## config.mk

```make
export PLATFORM = sky130hd
export DESIGN_NAME = priority_ready_queue_scheduler
export DESIGN_NICKNAME = d
export VERILOG_FILES = /design/src/hdl/prqs_pkg.sv /design/src/hdl/priority_ready_queue_scheduler.sv /design/src/hdl/prqs_level_find.sv /design/src/hdl/prqs_queue.sv
export VERILOG_INCLUDE_DIRS = /design/src /design/src/hdl
export SDC_FILE = /design/constraint.sdc
export NUM_CORES = 1
export LEC_CHECK = 0
export BUFFER_PORTS_ARGS = -buffer_cell sky130_fd_sc_hd__buf_2
export CELL_PAD_IN_SITES_DETAIL_PLACEMENT = 0
export CELL_PAD_IN_SITES_GLOBAL_PLACEMENT = 2
export CORE_MARGIN = 1.5
export CORE_UTILIZATION = 30
export CTS_CLUSTER_DIAMETER = 60
export DETAILED_ROUTE_END_ITERATION = 10
export GPL_ROUTABILITY_DRIVEN = 0
export HOLD_SLACK_MARGIN = 0.12
export PLACE_DENSITY = 0.56
export SYNTH_ARGS = -nofsm -noshare
export SYNTH_HDL_FRONTEND = slang
export SYNTH_SLANG_ARGS = --single-unit
```

## constraint.sdc

```tcl
create_clock -name clock -period 8.9 [get_ports clock]
set_input_delay 1.78 -clock clock [delete_from_list [all_inputs] [get_ports clock]]
set_output_delay 1.78 -clock clock [all_outputs]
set_load 0.02 [all_outputs]
```

## src/hdl/assert_macros.svh

```systemverilog
// Assertion macros shared by the scheduler RTL.
// No dependencies; define NO_ASSERTIONS to compile the checks out.
`ifndef ASSERT_MACROS_SVH
`define ASSERT_MACROS_SVH
`ifndef NO_ASSERTIONS
`define ASSERT_IMPLY(label, clk, rst, ante, cons) \
   label: assert property (@(posedge clk) disable iff (rst) (ante) |-> (cons)) \
      else $error("%m: implication check failed");
`define ASSERT_NEXT(label, clk, rst, ante, cons) \
   label: assert property (@(posedge clk) disable iff (rst) (ante) |=> (cons)) \
      else $error("%m: next-cycle check failed");
`else
`define ASSERT_IMPLY(label, clk, rst, ante, cons)
`define ASSERT_NEXT(label, clk, rst, ante, cons)
`endif
`endif

```

## src/hdl/prqs_pkg.sv

```systemverilog
// Shared types and codes of the priority ready queue scheduler.
// No dependencies; used by every module of the block.
package prqs_pkg;

   typedef enum logic [1:0] {
      KIND_ENQUEUE = 2'd0,
      KIND_REMOVE  = 2'd1,
      KIND_PICK    = 2'd2,
      KIND_TICK    = 2'd3
   } kind_type;

   typedef enum logic [1:0] {
      QOP_NONE   = 2'd0,
      QOP_ENQ    = 2'd1,
      QOP_UNLINK = 2'd2,
      QOP_POP    = 2'd3
   } qop_type;

   localparam int unsigned CSR_INDEX_W = 3;
   localparam int unsigned CSR_DATA_W  = 8;

   localparam logic [CSR_INDEX_W-1:0] CSR_PREEMPT_ENABLE     = 3'd0;
   localparam logic [CSR_INDEX_W-1:0] CSR_ROUND_ROBIN_ENABLE = 3'd1;
   localparam logic [CSR_INDEX_W-1:0] CSR_SLICE_LENGTH       = 3'd2;
   localparam logic [CSR_INDEX_W-1:0] CSR_IDLE_TASK_ID       = 3'd3;
   localparam logic [CSR_INDEX_W-1:0] CSR_IDLE_PRESENT       = 3'd4;

   localparam logic [7:0] SLICE_RESET = 8'd10;
   localparam logic [7:0] SLICE_MAX   = 8'd255;

   // level search result seen by the control logic
   typedef struct packed {
      logic any;      // some level is non-empty
      logic higher;   // a level above the current one is non-empty
      logic cur_set;  // the current level is non-empty
   } find_type;

endpackage

```

## src/hdl/priority_ready_queue_scheduler.sv

```systemverilog
// Priority ready queue scheduler: enqueue, remove, pick and tick on per-level task FIFOs.
// Flow: an accepted word is held in the input register, and its result is registered before it is strobed;
// a pick makes a re-queue pass, then a pop pass, and holds busy during the re-queue pass.
// Throughput: one word per cycle while busy is low; the result is never stalled.
// Reset: synchronous, clears queues, current task and slice count, loads csr defaults.
// Depends on prqs_pkg, prqs_queue, prqs_level_find and assert_macros.svh.
`include "assert_macros.svh"

module priority_ready_queue_scheduler #(
   parameter int unsigned NUM_TASKS  = 32,
   parameter int unsigned NUM_LEVELS = 32
) (
   input  logic                                clock,
   input  logic                                reset,
   input  logic                                start,
   output logic                                busy,
   input  logic [1:0]                          req_kind,
   input  logic [4:0]                          req_task_id,
   input  logic [4:0]                          req_task_level,
   output logic                                rsp_valid,
   output logic [4:0]                          rsp_next_task,
   output logic                                rsp_next_valid,
   output logic                                rsp_reschedule,
   output logic                                rsp_ignored,
   input  logic                                csr_we,
   input  logic [prqs_pkg::CSR_INDEX_W-1:0]    csr_index,
   input  logic [prqs_pkg::CSR_DATA_W-1:0]     csr_wdata
);
   localparam int unsigned TW = $clog2(NUM_TASKS);
   localparam int unsigned LW = $clog2(NUM_LEVELS);

   // configuration registers
   logic       cfg_preempt_ff;
   logic       cfg_rr_ff;
   logic [7:0] cfg_slice_ff;
   logic [4:0] cfg_idle_id_ff;
   logic       cfg_idle_present_ff;

   // input register and pick sequencing
   logic                 req_valid_ff;
   prqs_pkg::kind_type   req_kind_ff;
   logic [4:0]           req_task_ff;
   logic [4:0]           req_level_ff;
   logic                 phase_ff;
   logic                 accept;

   // scheduler state outside the queues
   logic [4:0]    cur_ff,  cur_in;
   logic [LW-1:0] cl_ff,   cl_in;
   logic          cv_ff,   cv_in;
   logic          cr_ff,   cr_in;
   logic [7:0]    sc_ff,   sc_in;

   // result register
   logic       rsp_valid_ff;
   logic [4:0] rsp_task_ff;
   logic       rsp_nvalid_ff;
   logic       rsp_resched_ff, resched_in;
   logic       rsp_ign_ff,     ign_in;

   // queue interface
   prqs_pkg::qop_type q_op;
   logic [TW-1:0]     q_task;
   logic [LW-1:0]     q_level;
   logic [NUM_LEVELS-1:0] q_mask;
   logic              q_queued;
   logic [TW-1:0]     q_pop_task;

   logic [LW-1:0]      top_level;
   prqs_pkg::find_type find;

   // index conversion between 5-bit ids and the store widths
   logic [TW+4:0] t_wide;
   logic [TW+4:0] cur_wide;
   logic [TW+4:0] pop_wide;
   logic [LW+4:0] l_wide;
   logic [TW-1:0] t_idx;
   logic [TW-1:0] cur_idx;
   logic [LW-1:0] l_idx;
   logic          t_ok;
   logic          cur_ok;
   logic          l_ok;
   logic          cur_idle;
   logic          phase1;
   logic          phase2;
   logic [7:0]    sc_inc;

   // a pick holds the input register for its second pass
   assign busy   = req_valid_ff && (req_kind_ff == prqs_pkg::KIND_PICK) && !phase_ff;
   assign accept = start && !busy;
   assign phase1 = busy;
   assign phase2 = req_valid_ff && (req_kind_ff == prqs_pkg::KIND_PICK) && phase_ff;

   always_comb begin
      t_wide   = {{TW{1'b0}}, req_task_ff};
      cur_wide = {{TW{1'b0}}, cur_ff};
      pop_wide = {5'b0, q_pop_task};
      l_wide   = {{LW{1'b0}}, req_level_ff};
      t_idx    = t_wide[TW-1:0];
      cur_idx  = cur_wide[TW-1:0];
      l_idx    = l_wide[LW-1:0];
      t_ok     = t_wide < (TW+5)'(NUM_TASKS);
      cur_ok   = cur_wide < (TW+5)'(NUM_TASKS);
      l_ok     = l_wide < (LW+5)'(NUM_LEVELS);
      cur_idle = cfg_idle_present_ff && (cur_ff == cfg_idle_id_ff);
      sc_inc   = (sc_ff == prqs_pkg::SLICE_MAX) ? sc_ff : sc_ff + 8'd1;
   end

   // queue command: drop out-of-range ids before they reach the store
   always_comb begin
      q_op    = prqs_pkg::QOP_NONE;
      q_task  = t_idx;
      q_level = l_idx;
      if (req_valid_ff) begin
         unique case (req_kind_ff)
            prqs_pkg::KIND_ENQUEUE: begin
               if (t_ok && l_ok) q_op = prqs_pkg::QOP_ENQ;
            end
            prqs_pkg::KIND_REMOVE: begin
               if (t_ok) q_op = prqs_pkg::QOP_UNLINK;
            end
            prqs_pkg::KIND_PICK: begin
               if (phase1) begin
                  // put the running task back at the tail of its level
                  q_task  = cur_idx;
                  q_level = cl_ff;
                  if (cv_ff && cr_ff && !cur_idle && cur_ok) q_op = prqs_pkg::QOP_ENQ;
               end else begin
                  q_level = top_level;
                  if (find.any) q_op = prqs_pkg::QOP_POP;
               end
            end
            prqs_pkg::KIND_TICK: begin
               q_op = prqs_pkg::QOP_NONE;
            end
            default: begin
               q_op = prqs_pkg::QOP_NONE;
            end
         endcase
      end
   end

   // next current task, slice count and response flags
   always_comb begin
      cur_in     = cur_ff;
      cl_in      = cl_ff;
      cv_in      = cv_ff;
      cr_in      = cr_ff;
      sc_in      = sc_ff;
      resched_in = 1'b0;
      ign_in     = 1'b0;
      if (req_valid_ff) begin
         unique case (req_kind_ff)
            prqs_pkg::KIND_ENQUEUE: begin
               ign_in = !(t_ok && l_ok && !q_queued);
            end
            prqs_pkg::KIND_REMOVE: begin
               // ignored only when nothing was unlinked and the task was not running
               ign_in = !(t_ok && q_queued) && !(cv_ff && cr_ff && (cur_ff == req_task_ff));
               if (cv_ff && (cur_ff == req_task_ff)) cr_in = 1'b0;
            end
            prqs_pkg::KIND_PICK: begin
               if (phase1) begin
                  if (cv_ff && cr_ff) cr_in = 1'b0;
               end else if (find.any) begin
                  cur_in = pop_wide[4:0];
                  cl_in  = top_level;
                  cv_in  = 1'b1;
                  cr_in  = 1'b1;
               end else if (cfg_idle_present_ff) begin
                  cur_in = cfg_idle_id_ff;
                  cl_in  = '0;
                  cv_in  = 1'b1;
                  cr_in  = 1'b1;
               end
            end
            prqs_pkg::KIND_TICK: begin
               if (cfg_preempt_ff && cv_ff) begin
                  if (!cr_ff || cur_idle) begin
                     sc_in      = '0;
                     resched_in = 1'b1;
                  end else if (find.any) begin
                     if (find.higher) begin
                        // preempt by a more urgent level
                        sc_in      = '0;
                        resched_in = 1'b1;
                     end else if (cfg_rr_ff && find.cur_set) begin
                        // advance the time slice, rotate when it expires
                        if (sc_inc >= cfg_slice_ff) begin
                           sc_in      = '0;
                           resched_in = 1'b1;
                        end else begin
                           sc_in = sc_inc;
                        end
                     end
                  end
               end
            end
            default: begin
               ign_in = 1'b0;
            end
         endcase
      end
   end

   prqs_queue #(
      .NUM_TASKS  (NUM_TASKS),
      .NUM_LEVELS (NUM_LEVELS)
   ) u_queue (
      .clock       (clock),
      .reset       (reset),
      .op          (q_op),
      .task_idx    (q_task),
      .level_idx   (q_level),
      .level_mask  (q_mask),
      .task_queued (q_queued),
      .pop_task    (q_pop_task)
   );

   prqs_level_find #(
      .NUM_LEVELS (NUM_LEVELS)
   ) u_level_find (
      .level_mask (q_mask),
      .cur_level  (cl_ff),
      .top_level  (top_level),
      .find       (find)
   );

   // configuration port: the user must write it only while the block is idle; the block itself does not enforce this
   always_ff @(posedge clock) begin
      if (reset) begin
         cfg_preempt_ff      <= 1'b1;
         cfg_rr_ff           <= 1'b1;
         cfg_slice_ff        <= prqs_pkg::SLICE_RESET;
         cfg_idle_id_ff      <= '0;
         cfg_idle_present_ff <= 1'b0;
      end else if (csr_we) begin
         unique case (csr_index)
            prqs_pkg::CSR_PREEMPT_ENABLE:     cfg_preempt_ff      <= csr_wdata[0];
            prqs_pkg::CSR_ROUND_ROBIN_ENABLE: cfg_rr_ff           <= csr_wdata[0];
            prqs_pkg::CSR_SLICE_LENGTH:       cfg_slice_ff        <= csr_wdata[7:0];
            prqs_pkg::CSR_IDLE_TASK_ID:       cfg_idle_id_ff      <= csr_wdata[4:0];
            prqs_pkg::CSR_IDLE_PRESENT:       cfg_idle_present_ff <= csr_wdata[0];
            default: begin
               cfg_preempt_ff <= cfg_preempt_ff;
            end
         endcase
      end
   end

   // control state
   always_ff @(posedge clock) begin
      if (reset) begin
         req_valid_ff <= 1'b0;
         phase_ff     <= 1'b0;
         cur_ff       <= '0;
         cl_ff        <= '0;
         cv_ff        <= 1'b0;
         cr_ff        <= 1'b0;
         sc_ff        <= '0;
         rsp_valid_ff <= 1'b0;
      end else begin
         if (!busy) req_valid_ff <= start;
         phase_ff     <= busy;
         cur_ff       <= cur_in;
         cl_ff        <= cl_in;
         cv_ff        <= cv_in;
         cr_ff        <= cr_in;
         sc_ff        <= sc_in;
         rsp_valid_ff <= req_valid_ff && !busy;
      end
   end

   // input word and result payload
   always_ff @(posedge clock) begin
      if (accept) begin
         req_kind_ff  <= prqs_pkg::kind_type'(req_kind);
         req_task_ff  <= req_task_id;
         req_level_ff <= req_task_level;
      end
      rsp_task_ff    <= cv_in ? cur_in : 5'd0;
      rsp_nvalid_ff  <= cv_in;
      rsp_resched_ff <= resched_in;
      rsp_ign_ff     <= ign_in;
   end

   assign rsp_valid      = rsp_valid_ff;
   assign rsp_next_task  = rsp_task_ff;
   assign rsp_next_valid = rsp_nvalid_ff;
   assign rsp_reschedule = rsp_resched_ff;
   assign rsp_ignored    = rsp_ign_ff;

   // a pick raises busy only for its re-queue pass, and its result is registered after the pop pass
   `ASSERT_NEXT(a_busy_single, clock, reset, busy, !busy)
   `ASSERT_IMPLY(a_pick_result, clock, reset, busy, ##2 rsp_valid)
   // a running task is always a current task
   `ASSERT_IMPLY(a_running_valid, clock, reset, cr_ff, cv_ff)
   `ASSERT_IMPLY(a_no_task_zero, clock, reset, rsp_valid && !rsp_next_valid,
      rsp_next_task == 5'd0)

endmodule

```

## src/hdl/prqs_level_find.sv

```systemverilog
// Level bitmap search: highest non-empty level and checks against the current level.
// Depends on prqs_pkg.
module prqs_level_find #(
   parameter int unsigned NUM_LEVELS = 32
) (
   input  logic [NUM_LEVELS-1:0]         level_mask,
   input  logic [$clog2(NUM_LEVELS)-1:0] cur_level,
   output logic [$clog2(NUM_LEVELS)-1:0] top_level,
   output prqs_pkg::find_type            find
);
   localparam int unsigned LW = $clog2(NUM_LEVELS);

   always_comb begin
      top_level   = '0;
      find.any    = |level_mask;
      find.higher = 1'b0;
      find.cur_set = level_mask[cur_level];
      for (int i = 0; i < NUM_LEVELS; i++) begin
         if (level_mask[i]) begin
            top_level = LW'(i);
         end
         if (level_mask[i] && (LW'(i) > cur_level)) begin
            find.higher = 1'b1;
         end
      end
   end

endmodule

```

## src/hdl/prqs_queue.sv

```systemverilog
// Per-level ready FIFOs as linked lists over task ids, plus queued bits and level bitmap.
// Depends on prqs_pkg; one enqueue, unlink or pop per cycle.
module prqs_queue #(
   parameter int unsigned NUM_TASKS  = 32,
   parameter int unsigned NUM_LEVELS = 32
) (
   input  logic                          clock,
   input  logic                          reset,
   input  prqs_pkg::qop_type             op,
   input  logic [$clog2(NUM_TASKS)-1:0]  task_idx,
   input  logic [$clog2(NUM_LEVELS)-1:0] level_idx,
   output logic [NUM_LEVELS-1:0]         level_mask,
   output logic                          task_queued,
   output logic [$clog2(NUM_TASKS)-1:0]  pop_task
);
   localparam int unsigned TW = $clog2(NUM_TASKS);
   localparam int unsigned LW = $clog2(NUM_LEVELS);

   logic [NUM_LEVELS-1:0] mask_ff;
   logic [NUM_TASKS-1:0]  queued_ff;
   logic [TW-1:0]         head_ff [NUM_LEVELS];
   logic [TW-1:0]         tail_ff [NUM_LEVELS];
   logic [TW-1:0]         next_ff [NUM_TASKS];
   logic [TW-1:0]         prev_ff [NUM_TASKS];
   logic [LW-1:0]         qlev_ff [NUM_TASKS];

   logic [LW-1:0] ul_level;
   logic [LW-1:0] tail_addr;
   logic [TW-1:0] head_rd;
   logic [TW-1:0] tail_rd;
   logic [TW-1:0] ul_task;
   logic [TW-1:0] next_rd;
   logic [TW-1:0] prev_rd;
   logic          enq_go;
   logic          ul_go;
   logic          h_hit;
   logic          t_hit;

   always_comb begin
      task_queued = queued_ff[task_idx];
      // a pop takes the head of the given level; an unlink finds the level itself
      ul_level  = (op == prqs_pkg::QOP_POP) ? level_idx : qlev_ff[task_idx];
      tail_addr = (op == prqs_pkg::QOP_ENQ) ? level_idx : ul_level;
      head_rd   = head_ff[ul_level];
      tail_rd   = tail_ff[tail_addr];
      ul_task   = (op == prqs_pkg::QOP_POP) ? head_rd : task_idx;
      next_rd   = next_ff[ul_task];
      prev_rd   = prev_ff[ul_task];
      enq_go    = (op == prqs_pkg::QOP_ENQ) && !task_queued;
      ul_go     = ((op == prqs_pkg::QOP_UNLINK) || (op == prqs_pkg::QOP_POP))
                  && queued_ff[ul_task];
      h_hit     = (head_rd == ul_task);
      t_hit     = (tail_rd == ul_task);
   end

   assign level_mask = mask_ff;
   assign pop_task   = head_rd;

   always_ff @(posedge clock) begin
      if (reset) begin
         mask_ff   <= '0;
         queued_ff <= '0;
      end else begin
         if (enq_go) begin
            mask_ff[level_idx]  <= 1'b1;
            queued_ff[task_idx] <= 1'b1;
         end else if (ul_go) begin
            queued_ff[ul_task] <= 1'b0;
            if (h_hit && t_hit) begin
               mask_ff[ul_level] <= 1'b0;
            end
         end
      end
   end

   always_ff @(posedge clock) begin
      if (enq_go) begin
         if (!mask_ff[level_idx]) begin
            head_ff[level_idx] <= task_idx;
         end else begin
            next_ff[tail_rd]  <= task_idx;
            prev_ff[task_idx] <= tail_rd;
         end
         tail_ff[level_idx] <= task_idx;
         qlev_ff[task_idx]  <= level_idx;
      end else if (ul_go) begin
         if (h_hit && !t_hit) begin
            head_ff[ul_level] <= next_rd;
         end else if (!h_hit && t_hit) begin
            tail_ff[ul_level] <= prev_rd;
         end else if (!h_hit && !t_hit) begin
            next_ff[prev_rd] <= next_rd;
            prev_ff[next_rd] <= prev_rd;
         end
      end
   end

endmodule

```

Yosys cells after proc, flatten, opt, wreduce, memory -nomap -nowiden --
Memory sizes are Yosys's and may differ from the RTL's. Index checks and enable logic that the tools add are counted.
Word-level totals: logic and storage cells 345, output and inout port bits 10, memory bits (writable) 800, memories kept 5, bits in registers 123, bits of input ports 27
Operators by class: order comparisons 42, mux-type cells 163, eq/ne operators 18, bitwise gates (word level) 7, add/subtract/negate cells 1, reduce and logical (&&, ||, !) cells 87
Memories:
- u_queue.head_ff | depth 32, width 5, read ports 1, clocked after memory_dff 0, wr ports 1, line prqs_queue.sv:21 | logic [TW-1:0] head_ff [NUM_LEVELS];
- u_queue.next_ff | depth 32, width 5, read ports 1, clocked after memory_dff 0, wr ports 1, line prqs_queue.sv:23 | logic [TW-1:0] next_ff [NUM_TASKS];
- u_queue.prev_ff | depth 32, width 5, read ports 1, clocked after memory_dff 0, wr ports 1, line prqs_queue.sv:24 | logic [TW-1:0] prev_ff [NUM_TASKS];
- u_queue.qlev_ff | depth 32, width 5, read ports 1, clocked after memory_dff 0, wr ports 1, line prqs_queue.sv:25 | logic [LW-1:0] qlev_ff [NUM_TASKS];
- u_queue.tail_ff | depth 32, width 5, read ports 1, clocked after memory_dff 0, wr ports 1, line prqs_queue.sv:22 | logic [TW-1:0] tail_ff [NUM_LEVELS];
Operators by type and width (count):
- 5-bit 2-to-1 mux | 40
- 32-bit 2-to-1 mux | 5
- 1-bit 2-to-1 mux | 84
- 5-bit greater-than comparator (first input constant) | 16
- 32-bit AND | 2
- 32-bit inverter | 2
- 32-bit bitwise OR | 2
- 1-bit logical AND | 54
- 8-bit 2-to-1 mux | 6
- 4-bit by 5-bit greater-than comparator with 1-bit output (first input constant) | 8
- 4-bit 2-to-1 mux | 8
- 32-bit OR reduction | 1
- 5-bit by 6-bit < comparator with 1-bit output (second input constant) | 5
- 1-bit binary-select mux with 5-bit select | 4
- 1-bit demux with 5-bit select | 4
- 5-bit == test | 4
- 5-bit by 1-bit greater-or-equal comparator with 1-bit output (second input constant) | 4
- 3-bit by 5-bit greater-than comparator with 1-bit output (first input constant) | 4
- 5-bit OR reduction | 4
- 3-bit 2-to-1 mux | 4
- 2-bit AND reduction | 6
- 1-bit by 5-bit greater-than comparator with 1-bit output (first input constant) | 2
- 2-bit by 5-bit greater-than comparator with 1-bit output (first input constant) | 2
- 2-bit 2-to-1 mux | 5
- other kinds (23) | 42

Logic depth before layout (Yosys ltp) --
Gate-level depths: netlist of run 1. An unclocked memory read counts as a cell.
depth in word-level cells 48, depth in mapped cells 29, mapped depth without buffers 18

By module --
Synthesis of run 1 repeated with hierarchy kept, for this count alone.
Second synthesis, totals: cells, all modules 2913, area total of the unflattened synthesis 41213.3 µm²
Modules (own cells, without submodules):
- prqs_queue | seq. area each 25304.3 µm², times used 1, area an instance 37352.1 µm², cells an instance 2471
- priority_ready_queue_scheduler | seq. area each 1301.2 µm², times used 1, area an instance 2773.9 µm², cells an instance 289
- prqs_level_find | seq. area each 0.0 µm², times used 1, area an instance 1087.3 µm², cells an instance 153

Worst setup path after synthesis of run 1 --
Ideal clock, no wire load.
path type register -> register, start register req_kind_ff[1], end memory u_queue.head_ff[0][0] in the netlist's numbering (data pin), clock period less this slack 6646 ps, path buffers 8, required time 8515 ps, setup time 385 ps, stages on the path, launching flop included 26, slack 2254 ps, arrival 6261 ps, cells stage by stage edfxtp_1 buf_4 nand4bb_1 buf_2 buf_2 mux2i_1 nor3_1 nand2_1 nand2_1 or4_1 buf_2 buf_6 mux2i_1 a2111oi_0 o21ai_0 o2111a_1 buf_4 a31oi_1 buf_6 buf_8 nand2_1 a32o_1 a21oi_1 nand3_2 nor3_2 mux2i_1
Between the ends: word-level cells in the longest chain between the ends 19, elaborated cells on any way between the ends 43, classes of those cells eq/ne (8); mux (21); reduce/logical (10); memory (4)
Ends and longest elaborated chain:
- start: declaration | line priority_ready_queue_scheduler.sv:41 | prqs_pkg::kind_type req_kind_ff;
- start signal: assignment | line priority_ready_queue_scheduler.sv:277 | req_kind_ff <= prqs_pkg::kind_type'(req_kind);
- branches (longest 18 deep; another with memory 32 x 5 bit)
- 5-bit 2-to-1 mux (no source line) (*)
- end: declaration | line prqs_queue.sv:21
Mark *: on every way between the ends. The select of a mux whose other input is x is not followed.

Worst setup path after layout of run 1 --
start register u_queue.mask_ff[24], in the netlist u_queue.level_mask[24], end memory u_queue.tail_ff[7][2] in the netlist's numbering, enable pin
Between the ends: word-level cells in the longest chain between the ends 24, elaborated cells on any way between the ends 45, classes of those cells eq/ne (5); mux (29); reduce/logical (9); memory (2)
Ends and longest elaborated chain:
- start: declaration | line prqs_queue.sv:19 | logic [NUM_LEVELS-1:0] mask_ff;
- start signal: assignment | line prqs_queue.sv:61 | mask_ff <= '0;
- start signal: indexed assignment | line prqs_queue.sv:65 | mask_ff[level_idx] <= 1'b1;
- start signal: indexed assignment | line prqs_queue.sv:70 | mask_ff[ul_level] <= 1'b0;
- branches (longest 24 deep; another with 5-bit 2-to-1 mux)
- end: declaration | line prqs_queue.sv:22
Parallel ways; which one is timed is not known. The select of a mux whose other input is x is not followed.

==> results.txt, run 1 <==
----------------------------------------------------
[Route]
  Wire length after detailed routing ... 141100 um
  Routed wire length per instance ... around 28 um
  Post-route ant nets ... 0
  Number of search-and-repair iterations in the first detailed-routing pass ... 5
  Via Count ... roughly 28000
  DR vias/cell ... 5.472
  Total DRC errors in the routed layout ... 0
  DRT iter0 DRCs ... 2349

[Clock network]
  Clock tree from TritonCTS ... done
  Number of H-tree levels ... 3
  Number of buffers on the longest clock path ... 3
  Cts bufs inserted ... 108
  Skew-Pair Late Insertion Delay ... roughly 0.75 ns
  Sink Count ... 923
  Clock tree root buffer cell ... sky130_fd_sc_hd__clkbuf_16
  Hold buffer count at cts ... 0
  Clock slew at the register clock pins of the worst setup and hold paths ... 0.06 ns

[Final layout]
  Final layout net count ... around 3200
  Layout overhead on the synthesized area ... 17.38%
  Fraction of final layout cells sized beyond drive strength 1 ... 20.55%
  Core Util, Final ... 35.60%
  Post-layout instance count excluding filler cells ... 5100
  Fin area ... 0.04906 mm2
  Most common cell after layout, fill and taps aside ... sky130_fd_sc_hd__edfxtp_1
  Most frequent cells in the layout ... 812 x sky130_fd_sc_hd__edfxtp_1, 288 x sky130_fd_sc_hd__nand2_1, 244 x sky130_fd_sc_hd__nor2_1, 193 x sky130_fd_sc_hd__buf_4, 131 x sky130_fd_sc_hd__a21oi_1
  FILL cells ... 13240

[Timing]
  Hold violation count in the final report ... 0
  Period Utilization, post-route ... a little over nine tenths
  Final setup slack of the worst path ... 0.2668 ns
  Post-Route Setup TNS ... 0 ns
  Setup repair after global routing missed its margin ... no
  Max frequency ... about 120 MHz
  Worst clock skew ... 0.05520 ns
  Final Setup Violations ... 0
  Min Clock Period, post-route ... 8.633 ns
  Headroom to the max-slew limit ... 13.91%
  Worst Max-Slew Pin Slew ... 1.291 ns
  Final-report max-slew violation count ... 0
  Final hold slack ... 0.5064 ns

[GRT]
  Met1 Resource Use GR ... a little over a quarter
  Number of global-route vias before repair ... about 28000
  GRT overflow ... 0
  Largest net degree at the start of global routing ... 79
  Met2 capacity usage during global routing ... 32.47%
  Met3 routing resource usage after global routing ... 2.697%
  Busiest grt layer ... met2
  GRT Util Overall ... 19.83%
  Wire length of the first global-routing pass ... 205400 um
  Number of antenna violations at the first check in global routing ... 2

[Setup path]
  Count of cells along the worst register-to-register path ... 17
  Setup Crit Path Kind ... flop to flop
  Worst EP required ... about 9 ns
  Startpoint class of the critical path ... flop
  End point of the critical path ... u_queue.tail_ff[7][2]
  Startpoint of the most critical register-to-register path ... u_queue.level_mask[24]
  Largest fanout on the critical path ... 17
  Setup slack on the worst flop-to-flop path ... between 0.2 and 0.3 ns
  Worst setup startpoint ... u_queue.level_mask[24]
  Critical register-to-register path endpoint ... u_queue.tail_ff[7][2]
  Endpoint arrival time on the critical path ... 8.96 ns
  Type of destination of the critical path ... flop

[Synthesis]
  Cell area after technology mapping ... between 0.04 and 0.05 mm2
  Net count after synthesis ... 3077
  Share of synthesized flip-flops with an asynchronous set or reset ... 0%
  Share of synthesized area occupied by flip-flops and latches ... 63.65%
  Synthesis-stage register bit count ... 923
  Number of unique standard cell types used by synthesis ... about 100
  Synthesized instance count ... 3041
  Syn. warnings ... 0
  Number of flops mapped to enable cells by yosys ... around 810
  Synthesized area per cell ... 13.75 um2
  Primary flip-flop cell chosen by synthesis mapping ... sky130_fd_sc_hd__edfxtp_1

[Power]
  Power density over the cells ... 224.6 mW/mm2
  Worst IR Drop VDD ... 0.0001587 V
  Leakage power summed over all cells ... 16.14 nW
  Post-layout total power ... approximately 11 mW

[Placement]
  Count of buffers from port buffering ... 36
  Detailed Place HPWL ... 97780 um
  Placement-stage cell area ... 0.04524 mm2
  Cells after DPL ... 4896
  Pre-CTS worst setup slack ... 0.2324 ns

[Min path]
  Hold path cells ... 2
  Hold Crit Class ... flop to flop

[Status]
  Run status ... complete, no violations

[Floorplan]
  Initial Utilization ... 30.33%
  Std-Cell Core Area ... 0.1378 mm2
  Vert. Die Dim ... around 380 um
  Total die area ... 0.1416 mm2
  Num rows ... 136
  DIE WIDTH ... roughly 380 um
  Num ports ... 37

[Flow run]
  MaxCap Viol Count ... 0

----------------------------------------------------
registers in the layout, summed over array words and instances (netlist names), 8 cells and up:
register and count:
u_queue.head_ff 160, u_queue.level_mask 32, cfg_slice_ff 8, u_queue.qlev_ff 160
u_queue.prev_ff 160, u_queue.tail_ff 160, u_queue.next_ff 160, sc_ff 8
u_queue.queued_ff 32
cell type report:
type                    count  area, um2  share of cell area, %
well taps                1794       2245                  4.575
diodes                      2      5.005                0.01020
inverters                  42      157.7                 0.3213
multi-input cells        1893      14350                  29.24
clock buffers             123       2790                  5.687
clock inverters            79      968.4                  1.974
repair buffers            244       1944                  3.963
flip-flops and latches    923      26610                  54.23
cells in the mapped netlist (all sizes together), types with 45 or more instances:
cell | count | area, um2
and3 | 50 | 312.8
o21ai | 64 | 335.3
nand2 | 289 | 1087
mux2i | 136 | 1374
nand3 | 71 | 385.4
clkbuf | 88 | 330.3
nor3 | 92 | 510.5
a21oi | 146 | 738.2
and2 | 49 | 306.5
o22ai | 45 | 281.5
a211oi | 58 | 440.4
buf | 95 | 634.4
dfxtp | 111 | 2222
mux4 | 125 | 2815
a22oi | 54 | 415.4
nor2 | 246 | 933.4
edfxtp | 812 | 24380
logic make-up (layout without fill, tap and decap cells):
kind of cell / Yosys count / after routing / synth area share [%]
compound gates: 667 / 667 / 11.47
xor+xnor: 24 / 24 / 0.5029
fa+ha+maj: 9 / 9 / 0.2694
buf+inv: 225 / 488 / 2.685
flops: 923 / 923 / 63.65
mux: 304 / 304 / 11.20
other cells: 0 / 2 / 0
simple gates: 889 / 889 / 10.23
critical path: stages (launching register included):
cell                        delay, ns
sky130_fd_sc_hd__dfxtp_1         0.42
sky130_fd_sc_hd__or4_1           0.62
sky130_fd_sc_hd__nor4_2          0.61
sky130_fd_sc_hd__nand4_2         0.51
sky130_fd_sc_hd__nand3_4         0.45
sky130_fd_sc_hd__mux2i_4         0.77
sky130_fd_sc_hd__buf_4           0.41
sky130_fd_sc_hd__nand2_1         0.09
sky130_fd_sc_hd__a22oi_1         0.41
sky130_fd_sc_hd__o2111ai_2       0.39
sky130_fd_sc_hd__nor3_2          0.61
sky130_fd_sc_hd__a221oi_1        0.20
sky130_fd_sc_hd__o31ai_1         0.54
sky130_fd_sc_hd__nand4_2         0.32
sky130_fd_sc_hd__nor4_4          0.43
sky130_fd_sc_hd__buf_12          0.21
sky130_fd_sc_hd__mux2_2          0.43
sky130_fd_sc_hd__nor3_1          0.71
routing by layer:
| layer | vias up | wire (um) |
|---|---|---|
| met5 | - | 0 |
| met4 | 0 | 3101 |
| met3 | 155 | 7348 |
| met2 | 931 | 67340 |
| met1 | 14440 | 63350 |
| li1 | 12380 | - |
worst min-delay path by stage:
stage,start,end
after global routing,cfg_slice_ff[5],cfg_slice_ff[5]
after floorplan,cr_ff,cr_ff
after CTS,cfg_slice_ff[4],cfg_slice_ff[4]
after detailed placement,cfg_slice_ff[4],cfg_slice_ff[4]
final,cfg_slice_ff[4],cfg_slice_ff[4]
after global placement,cfg_slice_ff[5],cfg_slice_ff[5]
power breakdown:
part	switching [mW]	total [mW]	internal [mW]
Sequential	0.00914	4.85	4.85
Clock	1.89	4.63	2.74
Combinational	1.08	1.54	0.456
what timing repair did:
item                                    CTS  global route
buffers inserted                          0             0
endpoints found under the setup margin    0           131
gates resized for setup                   0            10
(Power assumes the default switching activity.)
==> run 2, diff against run 1 <==
--- a/config.mk
+++ b/config.mk
@@ -9,13 +9,14 @@
 export BUFFER_PORTS_ARGS = -buffer_cell sky130_fd_sc_hd__buf_2
 export CELL_PAD_IN_SITES_DETAIL_PLACEMENT = 0
 export CELL_PAD_IN_SITES_GLOBAL_PLACEMENT = 2
-export CORE_MARGIN = 1.5
+export CORE_MARGIN = 2
 export CORE_UTILIZATION = 30
 export CTS_CLUSTER_DIAMETER = 60
 export DETAILED_ROUTE_END_ITERATION = 10
 export GPL_ROUTABILITY_DRIVEN = 0
 export HOLD_SLACK_MARGIN = 0.12
-export PLACE_DENSITY = 0.56
+export PLACE_DENSITY = 0.55
 export SYNTH_ARGS = -nofsm -noshare
 export SYNTH_HDL_FRONTEND = slang
+export SYNTH_HIERARCHICAL = 1
 export SYNTH_SLANG_ARGS = --single-unit
==> results.txt, run 2 <==
----------------------------------------------------
[Setup path]
  Number of buffers and inverters on the critical path ... 6
  Startpoint class of the critical path ... flop
  Crit-path max cell delay ... 0.56 ns
  Most numerous cell on the critical path ... sky130_fd_sc_hd__buf_4
  Setup slack on the worst flop-to-flop path ... 0.48 ns
  Setup Crit Path Kind ... flop to flop
  Endpoint arrival time on the critical path ... 8.76 ns
  Worst EP required ... 9.24 ns
  Type of destination of the critical path ... flop
  Largest fanout on the critical path ... 39
  CP top delay family ... simple AND/OR/NAND/NOR gates
  Cell with the biggest individual delay on the critical path ... sky130_fd_sc_hd__o31a_1

[Final layout]
  Final layout net count ... 3133
  Fin area ... 0.04846 mm2
  Fraction of final layout cells sized beyond drive strength 1 ... 20.74%
  Layout overhead on the synthesized area ... 17.59%
  Most common cell after layout, fill and taps aside ... sky130_fd_sc_hd__edfxtp_1
  Most frequent cells in the layout ... 812 x sky130_fd_sc_hd__edfxtp_1, 252 x sky130_fd_sc_hd__nor2_1, 203 x sky130_fd_sc_hd__buf_4, 195 x sky130_fd_sc_hd__mux2i_1, 167 x sky130_fd_sc_hd__nand2_1
  Post-layout instance count excluding filler cells ... approximately 5000
  Core Util, Final ... a little over a third

[Synthesis]
  Synthesis-stage register bit count ... 923
  Top cells by area in the synthesized netlist ... sky130_fd_sc_hd__edfxtp_1 59%, sky130_fd_sc_hd__mux4_2 5.5%, sky130_fd_sc_hd__dfxtp_1 5.4%, sky130_fd_sc_hd__mux2i_1 4.8%, sky130_fd_sc_hd__nor2_1 2.3%
  Syn. warnings ... 6
  Number of flops mapped to enable cells by yosys ... 812
  Primary flip-flop cell chosen by synthesis mapping ... sky130_fd_sc_hd__edfxtp_1
  Dominant combinational cell family by area after synthesis ... compound AO/OA/AOI/OAI gates
  Proportion of netlist area held by the largest area contributor ... approximately 59%
  Number of unique standard cell types used by synthesis ... 99
  Post-Synth Simple-Gate Area ... 9.533%
  Synthesized instance count ... 2913
  Xor and xnor fraction of the mapped netlist area ... 0.4250%
  Top cells by count, synth ... 812 x sky130_fd_sc_hd__edfxtp_1, 258 x sky130_fd_sc_hd__nor2_1, 197 x sky130_fd_sc_hd__mux2i_1, 168 x sky130_fd_sc_hd__nand2_1, 111 x sky130_fd_sc_hd__dfxtp_1
  Share of synthesized flip-flops with an asynchronous set or reset ... 0%
  Area fraction in compound gates after synthesis ... 11.52%
  Synthesized area per cell ... 14.15 um2
  Cell area after technology mapping ... 0.04121 mm2
  Share of synthesized area occupied by flip-flops and latches ... 64.56%
  Net count after synthesis ... 2949
  Multiplexer fraction of the synthesized cell area ... 10.91%
  Cell taking the most area after synthesis ... sky130_fd_sc_hd__edfxtp_1
  Synth Area in Adders ... less than 1%
  Cell with the most instances after synthesis ... sky130_fd_sc_hd__edfxtp_1

[Timing]
  Final Setup Violations ... 0
  Setup repair after global routing missed its margin ... no
  Final setup slack of the worst path ... 0.4815 ns
  Max frequency ... 118.8 MHz
  Worst clock skew ... 0.04255 ns
  Min Clock Period, post-route ... 8.418 ns
  Headroom to the max-slew limit ... around 3.5%
  Worst Max-Slew Pin Slew ... 1.437 ns
  Post-Route Setup TNS ... 0 ns
  Hold violation count in the final report ... 0
  Final-report max-slew violation count ... 0
  Period Utilization, post-route ... between 90% and 100%
  Final hold slack ... 0.5012 ns

[Power]
  Power density over the cells ... 224.1 mW/mm2
  Worst IR Drop VDD ... between 0.00015 and 0.0002 V
  Post-layout total power ... between 10 and 15 mW
  Leakage power summed over all cells ... between 15 and 20 nW

[Clock network]
  Cts bufs inserted ... 112
  Skew-Pair Late Insertion Delay ... approximately 0.73 ns
  Number of H-tree levels ... 3
  Number of buffers on the longest clock path ... 3
  Clock tree root buffer cell ... sky130_fd_sc_hd__clkbuf_16
  Clock tree from TritonCTS ... done
  Clock slew at the register clock pins of the worst setup and hold paths ... 0.06 ns
  Number of setup buffers added after CTS ... 0
  Sink Count ... between 900 and 1000

[Floorplan]
  Num ports ... 37
  Vert. Die Dim ... around 370 um
  Total die area ... 0.1404 mm2
  Initial Utilization ... 30.09%
  DIE WIDTH ... around 370 um
  Std-Cell Core Area ... between 0.1 and 0.15 mm2
  Num rows ... 136

[Route]
  DRT iter0 DRCs ... 2099
  Total DRC errors in the routed layout ... 0
  Post-route ant nets ... 0
  Wire length after detailed routing ... 135500 um
  DR vias/cell ... between 5 and 6
  Number of search-and-repair iterations in the first detailed-routing pass ... 7
  Via Count ... around 27000
  Routed wire length per instance ... about 27 um

[GRT]
  GRT Util Overall ... between 10% and 20%
  Wire length of the first global-routing pass ... 196000 um
  Met3 routing resource usage after global routing ... roughly 2.8%
  Met1 Resource Use GR ... 25.39%
  Largest net degree at the start of global routing ... 55
  Met2 capacity usage during global routing ... 32.03%
  Busiest grt layer ... met2
  Number of global-route vias before repair ... 27230
  Number of antenna violations at the first check in global routing ... 0
  GRT overflow ... 0

[Placement]
  Pre-CTS worst setup slack ... 0.1954 ns
  Detailed Place HPWL ... between 90000 and 100000 um
  Placement-stage cell area ... between 0.04 and 0.05 mm2
  Count of buffers from port buffering ... 36
  Cells after DPL ... 4777

[Status]
  Run status ... complete, no violations

[Min path]
  Hold Crit Class ... flop to flop

[Flow run]
  MaxCap Viol Count ... 0

----------------------------------------------------
run 2: cell types whose count changed after synthesis, moves of 27 or more:
| cell | before | now |
|---|---|---|
| sky130_fd_sc_hd__nor2b_1 | 9 | 43 |
| sky130_fd_sc_hd__nand2_1 | 288 | 168 |
| sky130_fd_sc_hd__o21a_1 | 37 | 10 |
| sky130_fd_sc_hd__mux2i_1 | 135 | 197 |
| sky130_fd_sc_hd__a221oi_1 | 39 | 74 |
| sky130_fd_sc_hd__and2_1 | 47 | 96 |
| sky130_fd_sc_hd__and3_1 | 50 | 10 |
| sky130_fd_sc_hd__o22ai_1 | 45 | 10 |
| sky130_fd_sc_hd__a21oi_1 | 144 | 108 |
| sky130_fd_sc_hd__nor3_1 | 82 | 41 |
run 2: metal layers:
layer / wire length [um] / vias up / share of wire (%)
met5: 0 / - / 0
met4: 3523 / 0 / 2.6
met3: 5751 / 232 / 4.2
met2: 66280 / 775 / 49
met1: 59980 / 14000 / 44
li1: - / 11940 / -
run 2: cell type report:
type	instances	area [um2]
multi-input cells	1754	13760
clock buffers	137	2958
diodes	1	2.502
fillers	13010	88520
flip-flops and latches	923	26610
repair buffers	253	1984
clock inverters	72	710.7
inverters	53	201.4
well taps	1794	2245
run 2: tightest hold or removal path, cell delays in order (launching register included):
cell	delay, ns
sky130_fd_sc_hd__dfxtp_1	0.33
sky130_fd_sc_hd__mux2i_1	0.07
sky130_fd_sc_hd__nor2_1	0.07
run 2: power breakdown:
part	total (mW)	switching [mW]	leakage (nW)	internal [mW]
clock network	4.48	1.87	1.78	2.61
registers	4.85	0.00887	8.21	4.85
logic	1.52	1.06	5.91	0.462
total	10.9	2.94	15.9	7.92
run 2: kinds of logic after synthesis:
kind of cell | after synthesis
flops | 923
simple gates | 777
compound gates | 628
mux | 320
buf+inv | 236
xor+xnor | 20
fa+ha+maj | 9
run 2: path summary, 6_finish.rpt:
| check | start | endpoint | cells past startpoint |
|---|---|---|---|
| max reg2reg | u_queue/level_mask[20] | u_queue/next_ff[11][4] | 25 |
| max | u_queue/level_mask[20] | u_queue/next_ff[11][4] | 25 |
| min reg2reg | cfg_slice_ff[7] | cfg_slice_ff[7] | 2 |
| min | cfg_slice_ff[7] | cfg_slice_ff[7] | 2 |
run 2: what timing repair did:
| action | 4_1_cts | 5_1_grt |
|---|---|---|
| endpoints found under the setup margin | 0 | 600 |
| hold buffers | 0 | 0 |
| gates resized for setup | 0 | 11 |
